**src/hw/rtl/sig_pkg.sv**
```systemverilog
// ----------------------------------------------------------------------------
// sig_pkg: shared types and constants of the slice index generator
// Request and result word layouts, result status codes, sequence bounds and
// the command and status bundles between controller and datapath.
// ----------------------------------------------------------------------------
package sig_pkg;

    // longest sequence handled, longer lengths saturate to it
    localparam logic [6:0] MAX_LEN = 7'd64;

    // result status codes
    localparam logic [1:0] ST_OK    = 2'd0;
    localparam logic [1:0] ST_EMPTY = 2'd1;
    localparam logic [1:0] ST_ERROR = 2'd2;

    // request word
    typedef struct packed {
        logic [6:0]         seq_length;
        logic               has_start;
        logic signed [15:0] start_pos;
        logic               has_stop;
        logic signed [15:0] stop_pos;
        logic               has_stride;
        logic signed [15:0] stride;
    } t_sig_in;

    // result word
    typedef struct packed {
        logic [5:0] elem_index;
        logic [1:0] status;
        logic       last;
    } t_sig_out;

    // controller to datapath commands
    typedef struct packed {
        logic load;
        logic norm;
        logic emit;
    } t_dp_cmd;

    // datapath to controller status
    typedef struct packed {
        logic last;
    } t_dp_status;

endpackage

```
**src/hw/rtl/sig_ctrl.sv**
```systemverilog
// ----------------------------------------------------------------------------
// sig_ctrl: slice index generator sequencer
// Walks each request through capture, bound normalization and index
// emission, one result word per cycle until the datapath flags the last one.
// ----------------------------------------------------------------------------
module sig_ctrl (
    input  logic              i_clk,
    input  logic              i_rst_n,
    input  logic              i_start,
    input  sig_pkg::t_dp_status i_dp_status,
    output sig_pkg::t_dp_cmd  o_dp_cmd,
    output logic              o_busy
);
    import sig_pkg::*;

    localparam logic [1:0] S_IDLE = 2'd0;
    localparam logic [1:0] S_NORM = 2'd1;
    localparam logic [1:0] S_EMIT = 2'd2;

    logic [1:0] r_state;
    logic [1:0] n_state;

    // next state
    always_comb begin
        n_state = r_state;
        case (r_state)
            S_IDLE: begin
                if (i_start) n_state = S_NORM;
            end
            S_NORM: begin
                n_state = S_EMIT;
            end
            S_EMIT: begin
                if (i_dp_status.last) n_state = S_IDLE;
            end
            default: begin
                n_state = S_IDLE;
            end
        endcase
    end

    // state register
    always_ff @(posedge i_clk) begin
        if (!i_rst_n) begin
            r_state <= S_IDLE;
        end else begin
            r_state <= n_state;
        end
    end

    // datapath commands
    always_comb begin
        o_dp_cmd.load = (r_state == S_IDLE) && i_start;
        o_dp_cmd.norm = (r_state == S_NORM);
        o_dp_cmd.emit = (r_state == S_EMIT);
    end

    assign o_busy = (r_state != S_IDLE);

endmodule

```
**src/hw/rtl/sig_dp.sv**
```systemverilog
// ----------------------------------------------------------------------------
// sig_dp: slice index generator datapath
// Holds the request word, normalizes start and stop against the sequence
// length and step sign, then steps the index register once per emitted word.
// ----------------------------------------------------------------------------
module sig_dp (
    input  logic                i_clk,
    input  sig_pkg::t_sig_in    i_in,
    input  sig_pkg::t_dp_cmd    i_dp_cmd,
    output sig_pkg::t_dp_status o_dp_status,
    output sig_pkg::t_sig_out   o_out
);
    import sig_pkg::*;

    // negative bounds count from the end, then clamp into [lo, hi]
    function automatic logic signed [17:0] adjust_bound(
        input logic signed [17:0] v,
        input logic signed [17:0] len,
        input logic signed [17:0] lo,
        input logic signed [17:0] hi
    );
        logic signed [17:0] r;
        r = v;
        if (v < 0) begin
            r = v + len;
            if (r < lo) r = lo;
        end else if (v > hi) begin
            r = hi;
        end
        return r;
    endfunction

    t_sig_in            r_in;
    logic signed [7:0]  r_idx;
    logic signed [7:0]  r_stop;
    logic signed [15:0] r_step;
    logic               r_pos;
    logic [1:0]         r_status;

    logic [6:0]         len_sat;
    logic signed [17:0] len_s;
    logic signed [17:0] step_s;
    logic               step_zero;
    logic               pos;
    logic signed [17:0] lo_s;
    logic signed [17:0] hi_s;
    logic signed [17:0] start_a;
    logic signed [17:0] stop_a;
    logic               nonempty;
    logic signed [17:0] next_idx;
    logic signed [17:0] stop_ext;
    logic               more;

    // capture the request word
    always_ff @(posedge i_clk) begin
        if (i_dp_cmd.load) r_in <= i_in;
    end

    // bound normalization
    always_comb begin
        len_sat   = (r_in.seq_length > MAX_LEN) ? MAX_LEN : r_in.seq_length;
        len_s     = $signed({11'd0, len_sat});
        step_zero = r_in.has_stride && (r_in.stride == 16'sd0);
        step_s    = r_in.has_stride ? $signed({{2{r_in.stride[15]}}, r_in.stride}) : 18'sd1;
        pos       = !step_s[17];
        lo_s      = pos ? 18'sd0 : -18'sd1;
        hi_s      = pos ? len_s : len_s - 18'sd1;
        if (r_in.has_start) begin
            start_a = adjust_bound($signed({{2{r_in.start_pos[15]}}, r_in.start_pos}),
                                   len_s, lo_s, hi_s);
        end else begin
            start_a = pos ? lo_s : hi_s;
        end
        if (r_in.has_stop) begin
            stop_a = adjust_bound($signed({{2{r_in.stop_pos[15]}}, r_in.stop_pos}),
                                  len_s, lo_s, hi_s);
        end else begin
            stop_a = pos ? hi_s : lo_s;
        end
        nonempty = pos ? (start_a < stop_a) : (start_a > stop_a);
    end

    // index stepping and end test
    always_comb begin
        next_idx = $signed({{10{r_idx[7]}}, r_idx}) + $signed({{2{r_step[15]}}, r_step});
        stop_ext = $signed({{10{r_stop[7]}}, r_stop});
        more     = r_pos ? (next_idx < stop_ext) : (next_idx > stop_ext);
    end

    // normalized bounds and walking index
    always_ff @(posedge i_clk) begin
        if (i_dp_cmd.norm) begin
            r_idx  <= start_a[7:0];
            r_stop <= stop_a[7:0];
            r_step <= step_s[15:0];
            r_pos  <= pos;
            if (step_zero) begin
                r_status <= ST_ERROR;
            end else if (!nonempty) begin
                r_status <= ST_EMPTY;
            end else begin
                r_status <= ST_OK;
            end
        end else if (i_dp_cmd.emit && more) begin
            r_idx <= next_idx[7:0];
        end
    end

    // result word
    always_comb begin
        o_dp_status.last = (r_status != ST_OK) || !more;
        o_out.elem_index = (r_status == ST_OK) ? r_idx[5:0] : 6'd0;
        o_out.status     = r_status;
        o_out.last       = o_dp_status.last;
    end

endmodule

```
**src/hw/rtl/slice_index_generator_top.sv**
```systemverilog
// ----------------------------------------------------------------------------
// slice_index_generator_top: slice bound normalizer and index walker
// Normalizes start, stop and step of a slice over a sequence and emits the
// selected element indices in order, the last one flagged.
// ----------------------------------------------------------------------------
// A request is taken when i_start is high and o_busy is low. It is
// captured in S_IDLE and its bounds are normalized in S_NORM, then one result
// word comes out per cycle on o_out with o_valid high for that cycle only;
// the receiver cannot stall it. A request selects at most 64 indices of a
// 64-element sequence; an empty selection or a zero step gives one status
// word. The single index adder is stepped once per emitted word. o_busy
// falls in the cycle after the last word, when the next request may be
// taken.
module slice_index_generator_top (
    input  logic              i_clk,
    input  logic              i_rst_n,
    input  logic              i_start,
    input  sig_pkg::t_sig_in  i_in,
    output logic              o_busy,
    output logic              o_valid,
    output sig_pkg::t_sig_out o_out
);
    import sig_pkg::*;

    t_dp_cmd    dp_cmd;
    t_dp_status dp_status;

    // sequencer
    sig_ctrl u_ctrl (
        .i_clk       (i_clk),
        .i_rst_n     (i_rst_n),
        .i_start     (i_start),
        .i_dp_status (dp_status),
        .o_dp_cmd    (dp_cmd),
        .o_busy      (o_busy)
    );

    // bound normalization and index walk
    sig_dp u_dp (
        .i_clk       (i_clk),
        .i_in        (i_in),
        .i_dp_cmd    (dp_cmd),
        .o_dp_status (dp_status),
        .o_out       (o_out)
    );

    assign o_valid = dp_cmd.emit;

    // a word only comes out while a request is in flight
    a_valid_busy: assert property (@(posedge i_clk) disable iff (!i_rst_n)
        o_valid |-> o_busy)
        else $error("result word outside a request");

    // status words end the request at once
    a_status_last: assert property (@(posedge i_clk) disable iff (!i_rst_n)
        (o_valid && (o_out.status != ST_OK)) |-> o_out.last)
        else $error("status word without last");

    // the last word closes the burst
    a_last_gap: assert property (@(posedge i_clk) disable iff (!i_rst_n)
        (o_valid && o_out.last) |=> (!o_valid && !o_busy))
        else $error("words after last");

    // index words run back to back until last
    a_burst: assert property (@(posedge i_clk) disable iff (!i_rst_n)
        (o_valid && !o_out.last) |=> o_valid)
        else $error("gap inside index burst");

    // a taken request yields its first word once the normalization state has passed
    a_first_word: assert property (@(posedge i_clk) disable iff (!i_rst_n)
        (i_start && !o_busy) |=> ##1 o_valid)
        else $error("first word missing");

endmodule
```
**config.mk**
```make
export PLATFORM = sky130hd
export DESIGN_NAME = slice_index_generator_top
export DESIGN_NICKNAME = d
export VERILOG_FILES = /design/src/hw/rtl/sig_pkg.sv /design/src/hw/rtl/sig_ctrl.sv /design/src/hw/rtl/sig_dp.sv /design/src/hw/rtl/slice_index_generator_top.sv
export SDC_FILE = /design/constraint.sdc
export NUM_CORES = 1
export LEC_CHECK = 0
export BUFFER_PORTS_ARGS = -buffer_cell sky130_fd_sc_hd__buf_2
export CORE_AREA = 2 2 115 117
export DETAILED_ROUTE_END_ITERATION = 10
export DIE_AREA = 0 0 117 119
export PLACE_DENSITY = 0.95
export SLEW_MARGIN = 20
export SYNTH_ARGS = -nofsm -noshare
export SYNTH_HDL_FRONTEND = slang
export SYNTH_SLANG_ARGS = --single-unit
```
**constraint.sdc**
```tcl
create_clock -name i_clk -period 14.8 [get_ports i_clk]
set_input_delay 1.48 -clock i_clk [delete_from_list [all_inputs] [get_ports i_clk]]
set_output_delay 1.48 -clock i_clk [all_outputs]
set_load 0.01 [all_outputs]
```
==> results of run 1 <==
## final cells by class
cell class	instances	area, µm²
multi-input combinational	651	5020
fill	939	3930
sequential	95	2830
timing repair buffer	75	385
clock buffer	9	225
tap	176	220
inverter	49	184
clock inverter	7	78.8
## final timing paths
| check | depth (start not counted) | end | startpoint | slack (ns) |
|---|---|---|---|---|
| worst min-delay path | 1 | u_dp.r_step[0] | u_dp.r_in[0] | 0.55 |
| worst min register to register | 1 | u_dp.r_step[0] | u_dp.r_in[0] | 0.55 |
| worst max register to register | 29 | u_dp.r_status[0] | u_dp.r_in[57] | 7.99 |
| worst max-delay path | 29 | u_dp.r_status[0] | u_dp.r_in[57] | 7.99 |
## per-layer routing
layer / vias up / part of all wire, % / global-route usage [%] / wire length, µm
met4: 0 / 5.0 / 16.3 / 1000
met1: 3150 / 41 / 37.8 / 8080
met5: - / 0 / 0 / 0
met3: 63 / 6.9 / 4.83 / 1380
met2: 320 / 47 / 48.1 / 9430
li1: 3264 / - / - / -
## sequential cells by signal (all words and copies together), names as in the netlist
name and cells:
u_dp.r_step 16, u_dp.r_stop 8, u_dp.r_in 58, u_dp.r_status 2
u_dp.r_idx 8, u_dp.r_pos 1, u_ctrl.r_state 2
## power groups by stage
| stage | Clock, mW | Combinational, mW | Sequential, mW |
|---|---|---|---|
| after floorplan | 0 | 0.234 | 0.336 |
| after global placement | 0 | 0.295 | 0.343 |
| after detailed placement | 0 | 0.309 | 0.344 |
| after CTS | 0.238 | 0.312 | 0.338 |
| after global routing | 0.250 | 0.350 | 0.341 |
| final | 0.237 | 0.317 | 0.339 |
## kinds of logic after synthesis
group	after synthesis	share of synthesized area, %
flip-flops	95	34.9
adder cells (fa/ha/maj)	134	20.9
AND/OR/NAND/NOR	235	15.2
XOR/XNOR	44	4.75
AO/OA/AOI/OAI	221	18.8
multiplexers	17	2.19
buffers and inverters	69	3.34
## per-stage QoR
| step | cell area, µm² | util, % | hold slack [ns] | instances | worst slack [ns] |
|---|---|---|---|---|---|
| detailed placement | 8650 | 67.2 | 0.535 | 1046 | 8.21 |
| global route | 8950 | 69.5 | 0.574 | 1062 | 7.67 |
| CTS | 8950 | 69.5 | 0.547 | 1062 | 8.18 |
| finish | 8950 | 69.5 | 0.546 | 1062 | 7.99 |
| floorplan | 8120 | - | 0.502 | 815 | 9.00 |
| global placement | 8650 | 67.2 | 0.522 | 1046 | 8.35 |
## cells in the mapped netlist (8+ instances only)
cell	count	area [µm²]
nand2_1	39	146
nor2b_1	14	87.6
ha_1	131	1640
and2_1	24	150
xnor2_1	35	307
o221ai_1	12	105
nand4_1	23	144
a21oi_1	52	260
xor2_1	9	78.8
nand3_1	25	125
edfxtp_1	93	2790
nor2_1	46	173
a211oi_1	17	128
inv_1	45	169
and3_1	9	56.3
mux2i_1	11	110
nor3_1	15	75.1
o21ai_0	30	150
o21ai_1	19	95.1
a211o_1	8	70.1
nand2b_1	13	81.3
clkbuf_1	14	52.6
a21o_1	21	158
a31oi_1	8	50.1
==> flow_metrics.tcl, run 1 <==
set metrics [dict create \
    status "finished clean" \
    antenna_found_initial 0 \
    initial_utilization_pct 63.1 \
    layout_common_cells "131 x ha_1, 93 x edfxtp_1, 71 x buf_2" \
    cts_tree "built" \
    place.gp.congestion 1.03 \
    setup_viol 0 \
    cts_resized 0 \
    syn_avg_cell_area_um2 9.96 \
    cpMaxStageDelayCell "edfxtp_1" \
    relSlewSlack_pct 33.0 \
    clk_latency_ns 0.37 \
    rsz0062_at_grt "no" \
    setup.worst_path.end_class "flip-flop" \
    synth.cell_area_um2 8120 \
    grt_max_degree 60 \
    clk_pin_slew_worst_paths_ns 0.08 \
    period_minus_slack_ns 6.81 \
    dr.pass1.iters 5 \
    clk_path_buf_depth 2 \
    comb_power_share_pct 35.5 \
    io_pins 72 \
    synthArstFlopShare_pct 0 \
    grt_usage_pct 29.8 \
    cts_made_buffers 9 \
    critPathBufInv 3 \
    htreeDepth 3 \
    finalPower_mw 0.893 \
    dieWidth_um 117 \
    finalHoldViolCount 0 \
    seqPwrFrac_pct 38.0 \
    first_global_vias 6511 \
    synthCells 815 \
    drv_cap 0 \
    slew_viol_final 0 \
    worst_pin_slew_ns 1.00 \
    path_max_fanout 21 \
    core_um2 12900 \
    ys_warn_count 0 \
    clock-root-buffer "clkbuf_16" \
    seq_area_frac_synth_pct 34.9 \
    vias 6797 \
    drtIter0Drc 745 \
    finalNetCount 1076 \
    powerDensity_nw_per_um2 99.7 \
    clkPwrFrac_pct 26.6 \
    fp-row-count 42 \
    hp-class "reg -> reg" \
    drc 0 \
    arrival_ns 6.91 \
    period_share_pct 46.0 \
    critPathKind "reg -> reg" \
    ir_drop_mv 0.0845 \
    vias_per_cell 6.40 \
    critPathTopFamily "compound AO/OA/AOI/OAI gates" \
    die-area_um2 13900 \
    p_sw_mw 0.318 \
    yosys_most_used_dff "edfxtp_1" \
    p_int_mw 0.574 \
    grt_pass1_wl_um 31900 \
    final_antenna_net_count 0 \
    diodes 0 \
    startpoint_type "flip-flop" \
    max_freq_mhz 147 \
    required_ns 14.90 \
    cts_setup_buffers 0 \
    synthDistinctLibCells 70 \
    drive_gt1_share_pct 13.3 \
    final_common_cell "ha_1" \
    globalRoute.totalOverflow 0 \
    holdBufCountCts 0 \
    die_y_um 119 \
    p_leak_nw 3.79 \
    io_buffers 71 \
    syn_nets 1010 \
    clock_sinks 95 \
    fin_tns_setup_ns 0 \
    hpwl_um 15500 \
    ys_ff_latch 95 \
    synth_edf_count 93 \
    post_drt_wl_per_cell_um 18.7 \
    slowest_delay_ns 0.63 \
    fin_skew_ns 0.0135 \
    drt-total-wl_um 19900 \
    syn2layout_area_growth_pct 10.2 \
    p_sw_share_pct 35.7 \
]
Note: power is estimated with default switching activity, not from simulation.
==> inputs of run 2 (changes only) <==
Settings changed: CORE_AREA 2 2 115 117 to 2 2 125 127, DIE_AREA 0 0 117 119 to 0 0 127 129, PLACE_DENSITY 0.95 to 0.86.
Clock period 14.8 ns to 5.6 ns, I/O delays scaled along.
==> run 2 against run 1 <==
Effect of this change:
- the flow now finishes with violations (negative setup slack)
- total power grew to 2.8 times the previous value
- wire length up 10%
- critical path depth fell by 1
- worst hold slack got worse by 0.18 ns
- design area grew 7.5%
- register-to-register slack got worse by 8.1 ns
- final cell count grew 5.9%
- clock power increased to 2.6 times the previous value
- setup slack got worse by 8.1 ns
- sequential power increased to 2.6 times the previous value
- die area up 18%
==> flow_metrics.tcl, run 2 (synthesized netlist as in run 1, its figures left out) <==
set metrics [dict create \
    drt-total-wl_um 21900 \
    drc 0 \
    drv_cap 0 \
    period_minus_slack_ns 5.69 \
    globalRoute.totalOverflow 0 \
    layout_common_cells "128 x ha_1, 93 x edfxtp_1, 70 x buf_2" \
    clk_pin_slew_worst_paths_ns 0.08 \
    clk_path_buf_depth 2 \
    cts_tree "built" \
    period_share_pct 102 \
    clk_latency_ns 0.37 \
    grt_usage_pct 26.3 \
    grt_max_degree 60 \
    regMostFlops "u_dp.r_in" \
    diodes 0 \
    fin_area_um2 9620 \
    finalPower_mw 2.47 \
    slew_viol_final 0 \
    dieWidth_um 127 \
    io_pins 72 \
    setup_viol 1 \
    ir_drop_mv 0.205 \
    path_max_fanout 6 \
    vias_per_cell 6.34 \
    fp-row-count 45 \
    met1_usage_pct 34.4 \
    post_drt_wl_per_cell_um 19.5 \
    clock_sinks 95 \
    hp-class "in -> reg" \
    powerDensity_nw_per_um2 257 \
    hpwl_um 16300 \
    finalWorstSetupSlack_ns -0.0867 \
    drive_gt1_share_pct 23.5 \
    first_global_vias 6756 \
    rsz0062_at_grt "yes" \
    stdcell_count 1125 \
    antenna_found_initial 0 \
    initial_utilization_pct 54.2 \
    fin_tns_setup_ns -0.0867 \
    vias 7136 \
    dp_cells 1097 \
    top_usage_layer "met2" \
    max_freq_mhz 176 \
    io_buffers 71 \
    syn2layout_area_growth_pct 18.4 \
    placed_cell_area_um2 8970 \
    use_met3_pct 4.86 \
    largest_register_ffs 58 \
    critPathKind "reg -> reg" \
    finalHoldViolCount 0 \
    dr.pass1.iters 5 \
    cpMaxStageDelayCell "edfxtp_1" \
    startpoint_type "flip-flop" \
    arrival_ns 5.88 \
    cts_made_buffers 9 \
    drtIter0Drc 597 \
    finalNetCount 1127 \
    core_um2 15000 \
    htreeDepth 3 \
    failed_checks "negative setup slack" \
    fin_skew_ns 0.0176 \
    relSlewSlack_pct 36.5 \
    grt_pass1_wl_um 33700 \
    top_regs "u_dp.r_in x58, u_dp.r_step x16" \
    holdBufCountCts 0 \
    final_antenna_net_count 0 \
    required_ns 5.80 \
    status "finished with violations" \
    place.gp.congestion 0.984 \
    setup.worst_path.end_class "flip-flop" \
    clock-root-buffer "clkbuf_16" \
    slowest_delay_ns 0.43 \
    final_common_cell "ha_1" \
    p_leak_nw 4.08 \
    die_y_um 129 \
    grtUsageMet2_pct 43.0 \
    die-area_um2 16400 \
    worst_pin_slew_ns 0.949 \
    r2r_slack_ns -0.09 \
]
-- run 2: area by class of cell --
class,instances,area [µm²]
Timing Repair Buffer,126,782
Inverter,49,186
Clock inverter,6,53.8
Clock buffer,10,229
Tap cell,188,235
Multi-Input combinational cell,651,5300
Fill cell,1170,5360
Sequential cell,95,2830
-- run 2: what timing repair did --
item | in CTS | in global routing
gates resized for setup | 7 | 61
pin swaps | 3 | 34
setup endpoints to repair | 1 | 2
cloned | 1 | 0
setup buffers | 2 | 10
endpoints found under the hold margin | 0 | 0
-- run 2: final timing paths --
path	endpoint	cells past startpoint	from
worst max-delay path	u_dp.r_status[0]	28	u_dp.r_in[51]
worst min-delay path	u_dp.r_in[37]	1	i_in[37]
worst max register to register	u_dp.r_status[0]	28	u_dp.r_in[51]
worst min register to register	u_dp.r_step[1]	1	u_dp.r_in[1]
-- run 2: routing by layer --
layer	wire (µm)	up-vias
met1	9050	3342
met5	0	-
met3	1700	72
li1	-	3358
met4	766	0
met2	10400	364
-- run 2: worst max-delay path, delay by kind of cell, from the launching register on --
family / cells / cell delay, ns
xor gates and xnor gates: 1 / 0.17
buffers and inverters: 3 / 0.34
DFF: 1 / 0.43
and+or+nand+nor: 7 / 1.12
AOI/OAI and AO/OA: 13 / 2.33
adders and majority gates: 4 / 1.15
-- run 2: power by group --
group          internal, mW  switching [mW]  total, mW
Clock                 0.310           0.303      0.613
Sequential            0.847          0.0490      0.896
Combinational         0.433           0.527      0.960
Total                  1.59           0.879       2.47
-- run 2: per-stage QoR --
stage	hold WS, ns	util [%]	worst slack (ns)
after global routing	0.355	64.2	-0.286
after floorplan	0.502	-	0.00460
after detailed placement	0.534	59.9	-0.0901
final	0.363	64.2	-0.0867
after CTS	0.361	62.0	0.0177
after global placement	0.528	59.9	-0.0287
==> inputs of run 3 (changes only) <==
Settings changed: CORE_AREA 2 2 125 127 to 2 2 146 148, DIE_AREA 0 0 127 129 to 0 0 148 150, PLACE_DENSITY 0.86 to 0.69, SETUP_SLACK_MARGIN set to 0.05.
==> run 3 against run 2 <==
Effect of this change:
- critical path type unchanged
- design area up 5.3%
- clock skew down 0.0054 ns
- setup slack better by 0.061 ns
- the flow still finishes with violations (negative setup slack)
- wire length down 0.71%
- combinational power up 7%
- largest power group unchanged
- worst hold slack better by 0.0011 ns
- total power up 3.2%
- first-iteration DRC count down 19%
- global-route usage down 7.1 points
- final cell count up 11%
==> flow_metrics.tcl, run 3 (synthesized netlist as in run 1, its figures left out) <==
set metrics [dict create \
    status "finished with violations" \
    failed_checks "negative setup slack" \
    worst_pin_slew_ns 1.01 \
    slowest_delay_ns 0.42 \
    grt_pass1_wl_um 33400 \
    placed_cell_area_um2 9270 \
    dp_cells 1210 \
    p_int_mw 1.65 \
    grt_usage_pct 19.2 \
    required_ns 5.69 \
    clock-root-buffer "clkbuf_16" \
    p_sw_mw 0.895 \
    p_leak_nw 4.33 \
    dr.pass1.iters 5 \
    antenna_found_initial 0 \
    largest_register_ffs 58 \
    period_share_pct 100 \
    finalHoldViolCount 0 \
    drive_gt1_share_pct 27.5 \
    drtIter0Drc 481 \
    hpwl_um 16200 \
    cpMaxStageDelayCell "edfxtp_1" \
    first_global_vias 6636 \
    fin_area_um2 10100 \
    setup.worst_path.end_class "flip-flop" \
    clkPwrFrac_pct 24.7 \
    hold-path-cell-count 1 \
    startpoint_type "flip-flop" \
    top_regs "u_dp.r_in x58, u_dp.r_step x16" \
    finalWorstSetupSlack_ns -0.0256 \
    hp-class "in -> reg" \
    drc 0 \
    clk_path_buf_depth 2 \
    fp-row-count 53 \
    cts_tree "built" \
    period_minus_slack_ns 5.63 \
    stdcell_count 1254 \
    finalNetCount 1169 \
    cp_common_cell "a211oi_2" \
    min_from "i_in[0]" \
    fin_skew_ns 0.0122 \
    regMostFlops "u_dp.r_in" \
    grt_max_degree 60 \
    r2r_cells 29 \
    path_max_fanout 6 \
    rsz0062_at_grt "yes" \
    drt-total-wl_um 21800 \
    setup_viol 1 \
    final_antenna_net_count 0 \
    htreeDepth 3 \
    dieWidth_um 148 \
    layout_common_cells "126 x ha_1, 94 x buf_4, 93 x edfxtp_1" \
    io_buffers 71 \
    dp_slack_ns -0.133 \
    cts_made_buffers 9 \
    max_freq_mhz 178 \
    comb_power_share_pct 40.3 \
    fin_tns_setup_ns -0.0256 \
    core_um2 20700 \
    clk_pin_slew_worst_paths_ns 0.08 \
    globalRoute.totalOverflow 0 \
    finalPower_mw 2.55 \
    worst_r2r_startpoint "u_dp.r_in[57]" \
    die-area_um2 22200 \
    io_pins 72 \
    drv_cap 0 \
    p_sw_share_pct 35.1 \
    vias_per_cell 5.63 \
    diodes 0 \
    post_drt_wl_per_cell_um 17.4 \
    arrival_ns 5.72 \
    final_common_cell "ha_1" \
    initial_utilization_pct 39.2 \
    powerDensity_nw_per_um2 252 \
    syn2layout_area_growth_pct 24.7 \
    fillers 1926 \
    seqPwrFrac_pct 35.0 \
    clock_sinks 95 \
    place.gp.congestion 0.968 \
    relSlewSlack_pct 32.5 \
    clk_latency_ns 0.37 \
    die_y_um 150 \
    startpoint "u_dp.r_in[57]" \
    vias 7064 \
    ir_drop_mv 0.169 \
    slew_viol_final 0 \
    critPathKind "reg -> reg" \
]
==> run 3: changes by cell type in the layout (fill, tap and decap cells not counted), moves of 3 or more <==
cell / change
xnor2_1: +3
xnor2_2: -3
buf_4: +41
nor2_2: +3
a211oi_2: +3
a211oi_1: -3
==> run 3: cell type report <==
class,instances,area [µm²],share of cell area [%]
clock buffer,9,225,2.22
clock inverter,7,71.3,0.704
tap,275,344,3.40
multi-input combinational,651,5330,52.7
timing repair buffer,168,1140,11.2
sequential,95,2830,28.0
inverter,49,184,1.82
==> run 3: power groups by stage <==
stage / Clock [mW] / Sequential [mW] / Combinational, mW
after floorplan: 0 / 0.889 / 0.623
after global placement: 0 / 0.907 / 0.866
after detailed placement: 0 / 0.906 / 0.885
after CTS: 0.642 / 0.891 / 0.930
after global routing: 0.664 / 0.898 / 1.14
final: 0.628 / 0.893 / 1.03
==> run 3: worst max-delay path: cells and delay by family, from the launching register on <==
| family | cells | cell delay (ns) |
|---|---|---|
| XOR/XNOR | 1 | 0.18 |
| AO/OA/AOI/OAI | 11 | 1.97 |
| buffers and inverters | 4 | 0.48 |
| AND/OR/NAND/NOR | 9 | 1.16 |
| adder cells (fa/ha/maj) | 4 | 1.14 |
| flip-flops | 1 | 0.42 |
==> run 3: routing by layer <==
layer	routed length, µm	part of all wire [%]	GRT usage [%]	up-vias
li1	-	-	-	3437
met1	9760	45	25.6	3329
met2	10300	47	31.9	253
met3	1210	5.6	2.71	45
met4	531	2.4	6.71	0
met5	0	0	0	-
==> run 3: what timing repair did <==
item,4_1_cts,5_1_grt
resized for setup,27,47
setup buffers,12,14
hold buffers,0,0
setup endpoints to repair,1,3
pin swaps,11,34
gates cloned,0,2
==> run 3: final timing paths <==
| check | endpoint | slack, ns |
|---|---|---|
| worst max-delay path | u_dp.r_status[0] | -0.03 |
| worst min-delay path | u_dp.r_in[0] | 0.36 |
| worst max register to register | u_dp.r_status[0] | -0.03 |
| worst min register to register | u_dp.r_step[14] | 0.56 |
==> run 3: per-stage QoR <==
step           hold slack [ns]  utilization [%]
2_1_floorplan            0.502                -
3_3_place_gp             0.539             44.8
3_5_place_dp             0.542             44.8
4_1_cts                  0.354             47.3
5_1_grt                  0.355             49.0
6_report                 0.364             49.0
